File: config.mk
export PLATFORM = sky130hd
export DESIGN_NAME = cubic_bezier_easing
export DESIGN_NICKNAME = d
export VERILOG_FILES = /design/src/rtl/cbe_pkg.sv /design/src/rtl/cbe_mac.sv /design/src/rtl/cbe_div.sv /design/src/rtl/cubic_bezier_easing.sv
export SDC_FILE = /design/constraint.sdc
export NUM_CORES = 2
export LEC_CHECK = 0
export BUFFER_PORTS_ARGS = -buffer_cell sky130_fd_sc_hd__buf_4
export CORE_MARGIN = 4
export CORE_UTILIZATION = 35
export DETAILED_ROUTE_END_ITERATION = 7
export SLEW_MARGIN = 20
export SYNTH_ARGS = -nofsm -noshare
export SYNTH_HDL_FRONTEND = slang
export SYNTH_SLANG_ARGS = --single-unit
File: constraint.sdc
create_clock -name clk_i -period 10.35 [get_ports clk_i]
set_input_delay 1.035 -clock clk_i [delete_from_list [all_inputs] [get_ports clk_i]]
set_output_delay 1.035 -clock clk_i [all_outputs]
set_load 0.03 [all_outputs]
File: src/rtl/cbe_pkg.sv
`timescale 1ns / 1ps

package cbe_pkg;

  localparam int QB       = 28;
  localparam int W        = 36;
  localparam int QUO_BITS = QB + 2;

  typedef logic signed [W-1:0] qv_t;
  typedef logic        [QB:0]  uq_t;

  localparam qv_t QONE = qv_t'(1) <<< QB;
  localparam qv_t EPS  = qv_t'(268);

  localparam logic [1:0] REG_X1 = 2'd0;
  localparam logic [1:0] REG_Y1 = 2'd1;
  localparam logic [1:0] REG_X2 = 2'd2;
  localparam logic [1:0] REG_Y2 = 2'd3;

  typedef struct packed {
    logic load;
    logic step;
  } mac_ctl_t;

  typedef struct packed {
    logic                done;
    logic                ovf;
    logic [QUO_BITS-1:0] quo;
  } div_res_t;

  function automatic logic abs_below_eps(qv_t v);
    return (v < EPS) && (v > -EPS);
  endfunction

endpackage

File: src/rtl/cbe_mac.sv
`timescale 1ns / 1ps

module cbe_mac
  import cbe_pkg::*;
(
  input  logic     clk_i,
  input  mac_ctl_t ctl_i,
  input  qv_t      init_i,
  input  qv_t      addend_i,
  input  uq_t      mult_i,
  output qv_t      acc_o
);

  logic signed [W+QB+1:0] prod;
  qv_t acc_d, acc_q;

  // floor of acc * u / 2^28, then the next horner coefficient
  assign prod = acc_q * $signed({1'b0, mult_i});

  always_comb begin
    acc_d = acc_q;
    if (ctl_i.load) begin
      acc_d = init_i;
    end else if (ctl_i.step) begin
      acc_d = $signed(prod[QB +: W]) + addend_i;
    end
  end

  always_ff @(posedge clk_i) begin
    acc_q <= acc_d;
  end

  assign acc_o = acc_q;

endmodule

File: src/rtl/cbe_div.sv
`timescale 1ns / 1ps

module cbe_div
  import cbe_pkg::*;
(
  input  logic         clk_i,
  input  logic         rst_ni,
  input  logic         start_i,
  input  logic [W-1:0] num_i,
  input  logic [W-1:0] den_i,
  output div_res_t     res_o
);

  localparam int CW = $clog2(QUO_BITS + 1);
  localparam int SH = QUO_BITS - QB;

  logic [CW-1:0]       cnt_d, cnt_q;
  logic                done_d, done_q;
  logic [W-1:0]        rem_d, rem_q, den_d, den_q;
  logic [QUO_BITS-1:0] low_d, low_q, quo_d, quo_q;
  logic                ovf_d, ovf_q;
  logic [W:0]          trial, diff;

  // restoring division of num * 2^28 by den, one quotient bit a cycle
  always_comb begin
    trial  = {rem_q, low_q[QUO_BITS-1]};
    diff   = trial - {1'b0, den_q};
    cnt_d  = cnt_q;
    done_d = 1'b0;
    rem_d  = rem_q;
    den_d  = den_q;
    low_d  = low_q;
    quo_d  = quo_q;
    ovf_d  = ovf_q;
    if (start_i) begin
      rem_d = num_i >> SH;
      low_d = {num_i[SH-1:0], {QB{1'b0}}};
      den_d = den_i;
      ovf_d = (num_i >> SH) >= den_i;
      quo_d = '0;
      cnt_d = CW'(QUO_BITS);
    end else if (cnt_q != '0) begin
      low_d = low_q << 1;
      if (!diff[W]) begin
        rem_d = diff[W-1:0];
        quo_d = {quo_q[QUO_BITS-2:0], 1'b1};
      end else begin
        rem_d = trial[W-1:0];
        quo_d = {quo_q[QUO_BITS-2:0], 1'b0};
      end
      cnt_d  = cnt_q - 1'b1;
      done_d = (cnt_q == CW'(1));
    end
  end

  always_ff @(posedge clk_i or negedge rst_ni) begin
    if (!rst_ni) begin
      cnt_q  <= '0;
      done_q <= 1'b0;
    end else begin
      cnt_q  <= cnt_d;
      done_q <= done_d;
    end
  end

  always_ff @(posedge clk_i) begin
    rem_q <= rem_d;
    den_q <= den_d;
    low_q <= low_d;
    quo_q <= quo_d;
    ovf_q <= ovf_d;
  end

  assign res_o = '{done: done_q, ovf: ovf_q, quo: quo_q};

endmodule

File: src/rtl/cubic_bezier_easing.sv
`timescale 1ns / 1ps
// cubic-bezier easing: maps progress x (unsigned, 1.0 = 2^FRAC_BITS) to the
// eased value y of the curve with control points (x1,y1), (x2,y2).
// input channel: progress_valid_i / progress_stall_o / progress_i, one beat
//   per item; stall is high while an item is being solved.
// output channel: eased_valid_o / eased_stall_i / eased_o, one beat per item,
//   held in an output register; the next item may be taken while it waits.
// config port: cfg_we_i, cfg_idx_i, cfg_data_i; write only while idle.
//   index 0 x1, 1 y1, 2 x2, 3 y2.
// sequence: progress at zero or at/above one goes straight to the output;
//   otherwise setup, then up to NEWTON_STEPS newton steps (cubic,
//   derivative, check, then the bit-serial divider), then up to
//   BISECT_STEPS bisection steps (cubic, check), then the cubic in y is
//   evaluated and y is rounded.
// all polynomial work runs through one multiply-accumulate unit, one horner
//   step per cycle; the newton quotient comes from the bit-serial divider.
// throughput: one item at a time, the next beat is taken in the cycle its
//   result appears; a finished result waits in its own state while the
//   output register is full and the receiver stalls.
// reset: control registers cleared, config set to ease (0.32,0.72,0.4,1.0).

module cubic_bezier_easing
  import cbe_pkg::*;
#(
  parameter int NEWTON_STEPS = 8,
  parameter int BISECT_STEPS = 40,
  parameter int FRAC_BITS    = 16
) (
  input  logic                        clk_i,
  input  logic                        rst_ni,
  input  logic                        cfg_we_i,
  input  logic [1:0]                  cfg_idx_i,
  input  logic [FRAC_BITS+2:0]        cfg_data_i,
  input  logic                        progress_valid_i,
  output logic                        progress_stall_o,
  input  logic [FRAC_BITS:0]          progress_i,
  output logic                        eased_valid_o,
  input  logic                        eased_stall_i,
  output logic signed [FRAC_BITS+2:0] eased_o
);

  localparam int PW  = FRAC_BITS + 1;
  localparam int EW  = FRAC_BITS + 3;
  localparam int SH  = QB - FRAC_BITS;
  localparam int NCW = $clog2(NEWTON_STEPS + 1);
  localparam int BCW = $clog2(BISECT_STEPS + 1);
  localparam int TW  = QUO_BITS + 2;

  localparam logic [PW-1:0] ONE_IN = PW'(1) << FRAC_BITS;
  localparam logic [PW-1:0] X1_RST = PW'((64'd20972 << FRAC_BITS) >> 16);
  localparam logic [EW-1:0] Y1_RST = EW'((64'd47186 << FRAC_BITS) >> 16);
  localparam logic [PW-1:0] X2_RST = PW'((64'd26214 << FRAC_BITS) >> 16);
  localparam logic [EW-1:0] Y2_RST = EW'((64'd65536 << FRAC_BITS) >> 16);
  localparam qv_t HALF    = qv_t'(1) <<< (SH - 1);
  localparam qv_t OUT_MAX = (qv_t'(1) <<< (EW - 1)) - qv_t'(1);
  localparam qv_t OUT_MIN = -(qv_t'(1) <<< (EW - 1));

  typedef enum logic [3:0] {
    S_IDLE, S_SETUP, S_CUB, S_DER, S_NCHK, S_NDIV, S_BCHK, S_RND, S_PUT
  } state_e;

  typedef enum logic [1:0] {
    M_NEWTON, M_BISECT, M_EVAL
  } mode_e;

  // configuration registers
  logic [PW-1:0] x1_q, x2_q;
  logic [EW-1:0] y1_q, y2_q;

  always_ff @(posedge clk_i or negedge rst_ni) begin
    if (!rst_ni) begin
      x1_q <= X1_RST;
      y1_q <= Y1_RST;
      x2_q <= X2_RST;
      y2_q <= Y2_RST;
    end else if (cfg_we_i) begin
      unique case (cfg_idx_i)
        REG_X1: x1_q <= cfg_data_i[PW-1:0];
        REG_Y1: y1_q <= cfg_data_i;
        REG_X2: x2_q <= cfg_data_i[PW-1:0];
        REG_Y2: y2_q <= cfg_data_i;
      endcase
    end
  end

  // control points in Q.28, x saturated to [0,1]
  logic [PW-1:0] x1c, x2c;
  qv_t x1q, x2q, y1q, y2q, dx, dy, x_in;

  assign x1c  = (x1_q > ONE_IN) ? ONE_IN : x1_q;
  assign x2c  = (x2_q > ONE_IN) ? ONE_IN : x2_q;
  assign x1q  = qv_t'(x1c) <<< SH;
  assign x2q  = qv_t'(x2c) <<< SH;
  assign y1q  = qv_t'($signed(y1_q)) <<< SH;
  assign y2q  = qv_t'($signed(y2_q)) <<< SH;
  assign dx   = x2q - x1q;
  assign dy   = y2q - y1q;
  assign x_in = qv_t'(progress_i) <<< SH;

  state_e state_q;
  mode_e  mode_q;
  logic [1:0]     ph_q;
  logic [NCW-1:0] n_cnt_q;
  logic [BCW-1:0] b_cnt_q;
  uq_t  u_q, lo_q, hi_q;
  qv_t  x_q, cx_q, d3x_q, cy_q, d3y_q;
  qv_t  ax_q, bx_q, ay_q, by_q, a3x_q, b2x_q;
  qv_t  fx_q;
  logic neg_q;
  logic [EW-1:0] res_q;
  logic          out_valid_q;
  logic [EW-1:0] eased_q;

  logic accept;
  assign accept = progress_valid_i && !progress_stall_o;

  // shared multiply-accumulate unit
  mac_ctl_t mac_ctl;
  qv_t mac_init, mac_add, acc;
  qv_t ca, cb, cc;

  assign ca = (mode_q == M_EVAL) ? ay_q : ax_q;
  assign cb = (mode_q == M_EVAL) ? by_q : bx_q;
  assign cc = (mode_q == M_EVAL) ? cy_q : cx_q;

  always_comb begin
    mac_ctl  = '{load: 1'b0, step: 1'b0};
    mac_init = ca;
    mac_add  = '0;
    unique case (state_q)
      S_CUB: begin
        unique case (ph_q)
          2'd0: mac_ctl.load = 1'b1;
          2'd1: begin
            mac_ctl.step = 1'b1;
            mac_add      = cb;
          end
          2'd2: begin
            mac_ctl.step = 1'b1;
            mac_add      = cc;
          end
          2'd3: mac_ctl.step = 1'b1;
        endcase
      end
      S_DER: begin
        mac_init = a3x_q;
        unique case (ph_q)
          2'd0: mac_ctl.load = 1'b1;
          2'd1: begin
            mac_ctl.step = 1'b1;
            mac_add      = b2x_q;
          end
          2'd2: begin
            mac_ctl.step = 1'b1;
            mac_add      = cx_q;
          end
          default: ;
        endcase
      end
      default: ;
    endcase
  end

  cbe_mac u_cbe_mac (
    .clk_i    (clk_i),
    .ctl_i    (mac_ctl),
    .init_i   (mac_init),
    .addend_i (mac_add),
    .mult_i   (u_q),
    .acc_o    (acc)
  );

  // newton quotient
  logic         div_start;
  logic [W-1:0] fx_mag, d_mag;
  div_res_t     div_res;

  assign fx_mag    = fx_q[W-1] ? -fx_q : fx_q;
  assign d_mag     = acc[W-1] ? -acc : acc;
  assign div_start = (state_q == S_NCHK) && !abs_below_eps(fx_q) && !abs_below_eps(acc);

  cbe_div u_cbe_div (
    .clk_i   (clk_i),
    .rst_ni  (rst_ni),
    .start_i (div_start),
    .num_i   (fx_mag),
    .den_i   (d_mag),
    .res_o   (div_res)
  );

  // u minus the quotient, saturated to [0,1]
  logic signed [TW-1:0] u_ext, q_ext, u_sum;
  uq_t u_new;

  assign u_ext = $signed({{(TW-QB-1){1'b0}}, u_q});
  assign q_ext = $signed({2'b00, div_res.quo});
  assign u_sum = neg_q ? (u_ext + q_ext) : (u_ext - q_ext);

  always_comb begin
    if (div_res.ovf) begin
      u_new = neg_q ? QONE[QB:0] : '0;
    end else if (u_sum < 0) begin
      u_new = '0;
    end else if (u_sum > TW'(QONE)) begin
      u_new = QONE[QB:0];
    end else begin
      u_new = u_sum[QB:0];
    end
  end

  // bisection update
  qv_t fb;
  uq_t lo_n, hi_n;
  logic [QB+1:0] mid_sum;

  assign fb      = acc - x_q;
  assign lo_n    = (acc < x_q) ? u_q : lo_q;
  assign hi_n    = (acc < x_q) ? hi_q : u_q;
  assign mid_sum = {1'b0, lo_n} + {1'b0, hi_n};

  // output rounding
  qv_t r_sh;
  assign r_sh = (acc + HALF) >>> SH;

  always_ff @(posedge clk_i or negedge rst_ni) begin
    if (!rst_ni) begin
      state_q     <= S_IDLE;
      mode_q      <= M_NEWTON;
      ph_q        <= '0;
      n_cnt_q     <= '0;
      b_cnt_q     <= '0;
      u_q         <= '0;
      lo_q        <= '0;
      hi_q        <= '0;
      x_q         <= '0;
      cx_q        <= '0;
      d3x_q       <= '0;
      cy_q        <= '0;
      d3y_q       <= '0;
      ax_q        <= '0;
      bx_q        <= '0;
      ay_q        <= '0;
      by_q        <= '0;
      a3x_q       <= '0;
      b2x_q       <= '0;
      fx_q        <= '0;
      neg_q       <= 1'b0;
      res_q       <= '0;
      out_valid_q <= 1'b0;
      eased_q     <= '0;
    end else begin
      if (out_valid_q && !eased_stall_i && (state_q != S_PUT)) begin
        out_valid_q <= 1'b0;
      end
      unique case (state_q)
        S_IDLE: begin
          if (accept) begin
            if (progress_i == '0) begin
              res_q   <= '0;
              state_q <= S_PUT;
            end else if (progress_i >= ONE_IN) begin
              res_q   <= EW'(ONE_IN);
              state_q <= S_PUT;
            end else begin
              x_q     <= x_in;
              cx_q    <= x1q + (x1q <<< 1);
              d3x_q   <= dx + (dx <<< 1);
              cy_q    <= y1q + (y1q <<< 1);
              d3y_q   <= dy + (dy <<< 1);
              state_q <= S_SETUP;
            end
          end
        end
        S_SETUP: begin
          ax_q    <= QONE - d3x_q;
          bx_q    <= d3x_q - cx_q;
          ay_q    <= QONE - d3y_q;
          by_q    <= d3y_q - cy_q;
          a3x_q   <= (QONE - d3x_q) + ((QONE - d3x_q) <<< 1);
          b2x_q   <= (d3x_q - cx_q) <<< 1;
          u_q     <= x_q[QB:0];
          n_cnt_q <= '0;
          mode_q  <= M_NEWTON;
          ph_q    <= '0;
          state_q <= S_CUB;
        end
        S_CUB: begin
          if (ph_q == 2'd3) begin
            ph_q <= '0;
            unique case (mode_q)
              M_NEWTON: state_q <= S_DER;
              M_BISECT: state_q <= S_BCHK;
              M_EVAL:   state_q <= S_RND;
              default:  state_q <= S_RND;
            endcase
          end else begin
            ph_q <= ph_q + 2'd1;
          end
        end
        S_DER: begin
          if (ph_q == 2'd0) begin
            fx_q <= acc - x_q;
          end
          if (ph_q == 2'd2) begin
            ph_q    <= '0;
            state_q <= S_NCHK;
          end else begin
            ph_q <= ph_q + 2'd1;
          end
        end
        S_NCHK: begin
          if (abs_below_eps(fx_q)) begin
            mode_q  <= M_EVAL;
            state_q <= S_CUB;
          end else if (abs_below_eps(acc)) begin
            lo_q    <= '0;
            hi_q    <= QONE[QB:0];
            u_q     <= x_q[QB:0];
            b_cnt_q <= '0;
            mode_q  <= M_BISECT;
            state_q <= S_CUB;
          end else begin
            neg_q   <= fx_q[W-1] ^ acc[W-1];
            state_q <= S_NDIV;
          end
        end
        S_NDIV: begin
          if (div_res.done) begin
            if (n_cnt_q == NCW'(NEWTON_STEPS - 1)) begin
              lo_q    <= '0;
              hi_q    <= QONE[QB:0];
              u_q     <= x_q[QB:0];
              b_cnt_q <= '0;
              mode_q  <= M_BISECT;
            end else begin
              u_q     <= u_new;
              n_cnt_q <= n_cnt_q + 1'b1;
              mode_q  <= M_NEWTON;
            end
            state_q <= S_CUB;
          end
        end
        S_BCHK: begin
          if (abs_below_eps(fb)) begin
            mode_q <= M_EVAL;
          end else begin
            lo_q <= lo_n;
            hi_q <= hi_n;
            u_q  <= mid_sum[QB+1:1];
            if (b_cnt_q == BCW'(BISECT_STEPS - 1)) begin
              mode_q <= M_EVAL;
            end else begin
              b_cnt_q <= b_cnt_q + 1'b1;
            end
          end
          state_q <= S_CUB;
        end
        S_RND: begin
          if (r_sh > OUT_MAX) begin
            res_q <= OUT_MAX[EW-1:0];
          end else if (r_sh < OUT_MIN) begin
            res_q <= OUT_MIN[EW-1:0];
          end else begin
            res_q <= r_sh[EW-1:0];
          end
          state_q <= S_PUT;
        end
        S_PUT: begin
          if (!out_valid_q || !eased_stall_i) begin
            eased_q     <= res_q;
            out_valid_q <= 1'b1;
            state_q     <= S_IDLE;
          end
        end
        default: state_q <= S_IDLE;
      endcase
    end
  end

  assign progress_stall_o = (state_q != S_IDLE);
  assign eased_valid_o    = out_valid_q;
  assign eased_o          = $signed(eased_q);

endmodule

# Word-level counts from Yosys, hierarchy flattened
# Cells that the tools add are included.
# classes
addsub,24
multipliers,1
order_cmp,15
n_eq_ne,34
n_mux,92
bitwise,5
reduce_logical,46
# ops
op,count
$mux 29,21
$mux 36,9
$pmux 36 s2,3
$pmux 29 s3,2
$pmux 29 s4,1
$gt 36x10->1 const B,3
$lt 36x10->1 const B,3
$mux 19,5
$add 36x36->36,2
$neg 36->36,2
$sub 30x36->36 const A,2
$sub 36x36->36,2
$mux 34,2
$mul 36x30->64,1
$add 29x30->31,2
$mux 30,2
$pmux 19 s2,1
$sub 37x36->37,1
$add 36x13->36 const B,1
$ge 34x36->1,1
$lt 36x30->1,1
$mux 4,9
$mux 6,6
$sub 36x30->36,1
other kinds (63),134
# totals
register_bits,776
input_bits,43
out_inout_bits,21
word_cells,254

# Depth between registers and ports, before layout
# depth
ltp_word,9
mapped_depth,45
depth_no_buf,43

# Cells and area by module
# A second synthesis with hierarchy kept.
# hier_totals
cells_unflattened,9430
area_unflattened_um2,83014.6
# modules_own_cells
module,instances,cells_per_inst,area_per_inst_um2
cbe_mac,1,4228,38953.6
cubic_bezier_easing,1,4371,36557.6
cbe_div,1,831,7503.4

# Worst setup path before layout
# OpenSTA, ideal clock, no wires.
# synth_path
path_kind,reg2reg
startpoint,"reg u_cbe_mac.acc_q[14], in the netlist u_cbe_mac.acc_o[14]"
endpoint,"reg u_cbe_mac.acc_q[35], in the netlist u_cbe_mac.acc_o[35] (data pin)"
arrival_time_ns,10.249
slack_ns,-0.051
path_stages_with_launch,46
path_buffers,3
period_less_slack_ns,10.401
path_cell_list,edfxtp_1 clkbuf_1 clkbuf_1 clkbuf_1 nand2_1 fa_1 inv_1 fa_1 fa_1 inv_1 fa_1 inv_1 fa_1 fa_1 fa_1 inv_1 fa_1 inv_1 [... 10 more ...] o21a_1 o41ai_1 nor2b_1 nor2_1 xnor2_1 ha_1 a21oi_1 o21ai_0 a41oi_1 a2111oi_0 o41ai_1 nand2b_1 a21o_1 a21oi_1 o21bai_1 a21oi_1 xnor3_1 o22ai_1
# synth_between
elab_chain_len,4
# synth_rtl
element,line_no,source
"start, declared",cbe_mac.sv:15,"qv_t acc_d, acc_q;"
"start signal, assigned",cbe_mac.sv:30,acc_q <= acc_d;
$mul 36x30->64,cbe_mac.sv:18,"assign prod = acc_q * $signed({1'b0, mult_i});"
$add 36x36->36,cbe_mac.sv:25,acc_d = $signed(prod[QB +: W]) + addend_i;
$mux 36,cbe_mac.sv:24,end else if (ctl_i.step) begin
$mux 36,cbe_mac.sv:22,if (ctl_i.load) begin
via u_cbe_mac.acc_d[35],cbe_mac.sv:15,
# The timed path passes the listed nets, and every way through them passes these cells. The select of a mux whose other input is x is not followed.
# A chain may end at the register's enable or synchronous reset.

# Final worst setup path
# layout_path
startpoint,"reg u_cbe_mac.acc_q[12], in the netlist u_cbe_mac.acc_o[12]"
endpoint,"reg u_cbe_mac.acc_q[34], in the netlist u_cbe_mac.acc_o[34] (data pin)"
# The elaborated chain is that of the path after synthesis.

==> impl_metrics.env <==
export IMPL_outcome="complete, but fails checks"
export IMPL_violations="negative setup slack"
export IMPL_routed_top_layer="met4"
export IMPL_met1Wirelength_um=105000
export IMPL_synth_edff_count=109
export IMPL_ctsHoldBuffers=0
export IMPL_wl_met3_um=11300
export IMPL_fmax_ghz=0.0938
export IMPL_stdcell_count=12400
export IMPL_cts_tree="yes"
export IMPL_multi_input_area_um2=58400
export IMPL_drt_wl_total_um=241000
export IMPL_syn_inst=9154
export IMPL_grt_max_degree=132
export IMPL_ys_ff_latch=618
export IMPL_start_kind="flip-flop"
export IMPL_crit_fanout=5
export IMPL_grt_ovfl_total=0
export IMPL_slew_headroom=0.247
export IMPL_die_w_um=489
export IMPL_ys_warn_count=0
export IMPL_routed_via_density=5.12
export IMPL_start_util=0.352
export IMPL_synthFlopType="dfrtp_1"
export IMPL_met2_wirelength_um=116000
export IMPL_rr_endpoint="u_cbe_mac.acc_o[34]"
export IMPL_via_count=63800
export IMPL_syn_area_per_cell_um2=8.86
export IMPL_cts_sinks=618
export IMPL_clkLatencyLatePin_ps=720
export IMPL_crit_slowest_cell="fa_1"
export IMPL_regArea_um2=15900
export IMPL_worstSetupPathType="reg2reg"
export IMPL_reg2reg_from="u_cbe_mac.acc_o[12]"
export IMPL_grt_pass1_wl_um=388000
export IMPL_cts_buffers=78
export IMPL_netlist_top_cells_area="fa_1, dfrtp_1, ha_1, inv_1, nand2_1"
export IMPL_hold_violations=0
export IMPL_synth_seq_area_share=0.196
export IMPL_nets=11000
export IMPL_antenna_found_initial=9
export IMPL_period_share=1.03
export IMPL_rows=176
export IMPL_place_worst_setup_slack_ps=-1430
export IMPL_wl_per_cell_um=19.3
export IMPL_period_needed_ps=10660
export IMPL_die_h_um=489
export IMPL_syn_nets=10800
export IMPL_reg2reg_slack_ps=-310
export IMPL_synth_top_area_share=0.268
export IMPL_critical_path_max_stage_delay_ps=570
export IMPL_core_area_um2=230000
export IMPL_place_inst=12200
export IMPL_areaGrowthSynthToFinish_pct=12.9
export IMPL_tightest_slew_ps=1130
export IMPL_path_clk_slew_ps=60
export IMPL_drtPass1Iterations=8
export IMPL_gp_congestion=0.924
export IMPL_r2r_cells=46
export IMPL_nFillCells=22700
export IMPL_setup_ws_ps=-310
export IMPL_first_iter_violations=4136
export IMPL_ys_types=102
export IMPL_die_area_um2=239000
export IMPL_cp_required_ps=10770
export IMPL_cts_root_buf="clkbuf_16"
export IMPL_crit_arrival_ps=11080
export IMPL_grtUsageTotal=0.204
export IMPL_drive_gt1_frac=0.115
export IMPL_cpMostUsedCell="fa_1"
export IMPL_cap_violations=0
export IMPL_hpwl_um=197000
export IMPL_syn_cell_area_um2=81100
export IMPL_grt_pass1_vias=68000
export IMPL_worstHoldPathType="in2async"
export IMPL_timing_hold_ws_ps=416
export IMPL_drc_errors=0
export IMPL_cts_max_level=3
export IMPL_clock_skew_ps=57.9
export IMPL_io_buffers=63
export IMPL_synthArstFlopShare=0.772
export IMPL_setup_tns_final_ps=-1730
export IMPL_endpoint_kind="flip-flop"
export IMPL_synth_area_leader_cell="fa_1"
export IMPL_num_io_pins=64
export IMPL_cts_max_path_buffers=3
export IMPL_ant_nets=0
export IMPL_grt_setup_unrepaired="true"
export IMPL_setup_viol=8
export IMPL_drv_slew=0
Yosys cell counts, drive strengths merged, types with 35 or more instances:
cell type  instances
a211oi            49
nor2b             75
or3               45
a21oi            345
nand4             48
o211ai            44
nand3             97
inv             1468
xnor2            240
a21o             107
and2             610
clkbuf           408
a21boi            35
o31ai             68
nand2           1263
nor2             359
fa              1085
nor4              42
nand2b            62
dfrtp            453
nor3             115
mux2             198
ha               563
a31oi             39
edfxtp           109
o21ai            509
buf               44
a22oi             44
o21a              46
xor2             148
critical path: cells and delay by family, from the launching register on:
| family | cells | cell delay [ps] |
|---|---|---|
| buffers and inverters | 12 | 1380 |
| DFF | 1 | 380 |
| AOI/OAI and AO/OA | 17 | 3050 |
| adders and majority gates | 10 | 4600 |
| and+or+nand+nor | 6 | 760 |
| xor gates and xnor gates | 1 | 150 |
logic make-up (layout without fill, tap and decap cells):
logic type | Yosys count | in the layout | share of synthesized area
other | 0 | 2 | 0
buffers and inverters | 1922 | 2189 | 0.0905
AOI/OAI and AO/OA | 1511 | 1511 | 0.118
muxes | 224 | 224 | 0.0307
and+or+nand+nor | 2842 | 2842 | 0.168
adders and majority gates | 1648 | 1648 | 0.355
DFF | 618 | 618 | 0.196
xor gates and xnor gates | 389 | 389 | 0.0422
metal layers:
metal | vias to the layer above | global-route usage
li1 | 29800 | -
met1 | 32000 | 0.272
met2 | 1564 | 0.346
met3 | 361 | 0.0255
met4 | 0 | 0.0636
met5 | - | 0
cell usage in the layout (no fill, tap or decap), drive strengths merged, types with 198 or more instances in the layout:
cell and instances:
a21oi 345, and2 610, buf 573, dfrtp 453, fa 1085, ha 563, inv 1473, mux2 198
nand2 1263, nor2 359, o21ai 509, xnor2 240
worst max path at each step:
stage | from | to | slack, ps | cells past startpoint
final | u_cbe_mac.acc_o[12] | u_cbe_mac.acc_o[34] | -310 | 46
after global routing | u_cbe_mac.acc_o[20] | u_cbe_mac.acc_o[34] | -720 | 46
after CTS | u_q[5] | u_cbe_mac.acc_o[34] | -310 | 46
after detailed placement | u_q[15] | u_cbe_mac.acc_o[35] | -1430 | 42
after global placement | u_cbe_mac.acc_o[14] | u_cbe_mac.acc_o[35] | -1350 | 40
after floorplan | u_cbe_mac.acc_o[16] | u_cbe_mac.acc_o[35] | 3 | 43
registers in the layout, indices dropped and copies added, names as in the netlist, 20 cells and up:
signal and cells:
fx_q 36, u_cbe_div.den_q 36, u_cbe_div.rem_q 36, u_cbe_mac.acc_o 36
u_cbe_div.quo_q 30, hi_q 29, lo_q 29, u_q 29
ax_q 24, ay_q 24, bx_q 24, by_q 24
a3x_q 23, d3y_q 22, cy_q 21, d3x_q 20
per-stage QoR:
stage / area (um2) / util
after CTS: 91400 / 0.397
final: 91500 / 0.398
after global routing: 91500 / 0.398
after floorplan: 81100 / -
after global placement: 87500 / 0.380
after detailed placement: 87500 / 0.380
cell type report:
class | instances | area share
Multi-Input combinational cell | 6614 | 0.639
Sequential cell | 618 | 0.174
Inverter | 1470 | 0.0603
Timing Repair Buffer | 573 | 0.0559
Tap cell | 3026 | 0.0414
Clock buffer | 121 | 0.0259
Clock inverter | 25 | 0.00424
Antenna cell | 2 | 0.0000547
repair_timing:
action	CTS	global route
buffers inserted	46	9
resized for setup	169	18
pin swaps	106	36
setup endpoints to repair	14	14
cloned	2	0
Power is left out: the tool's default activity adds up to more than one toggle a clock period on the data nets, which glitch-free logic cannot reach.
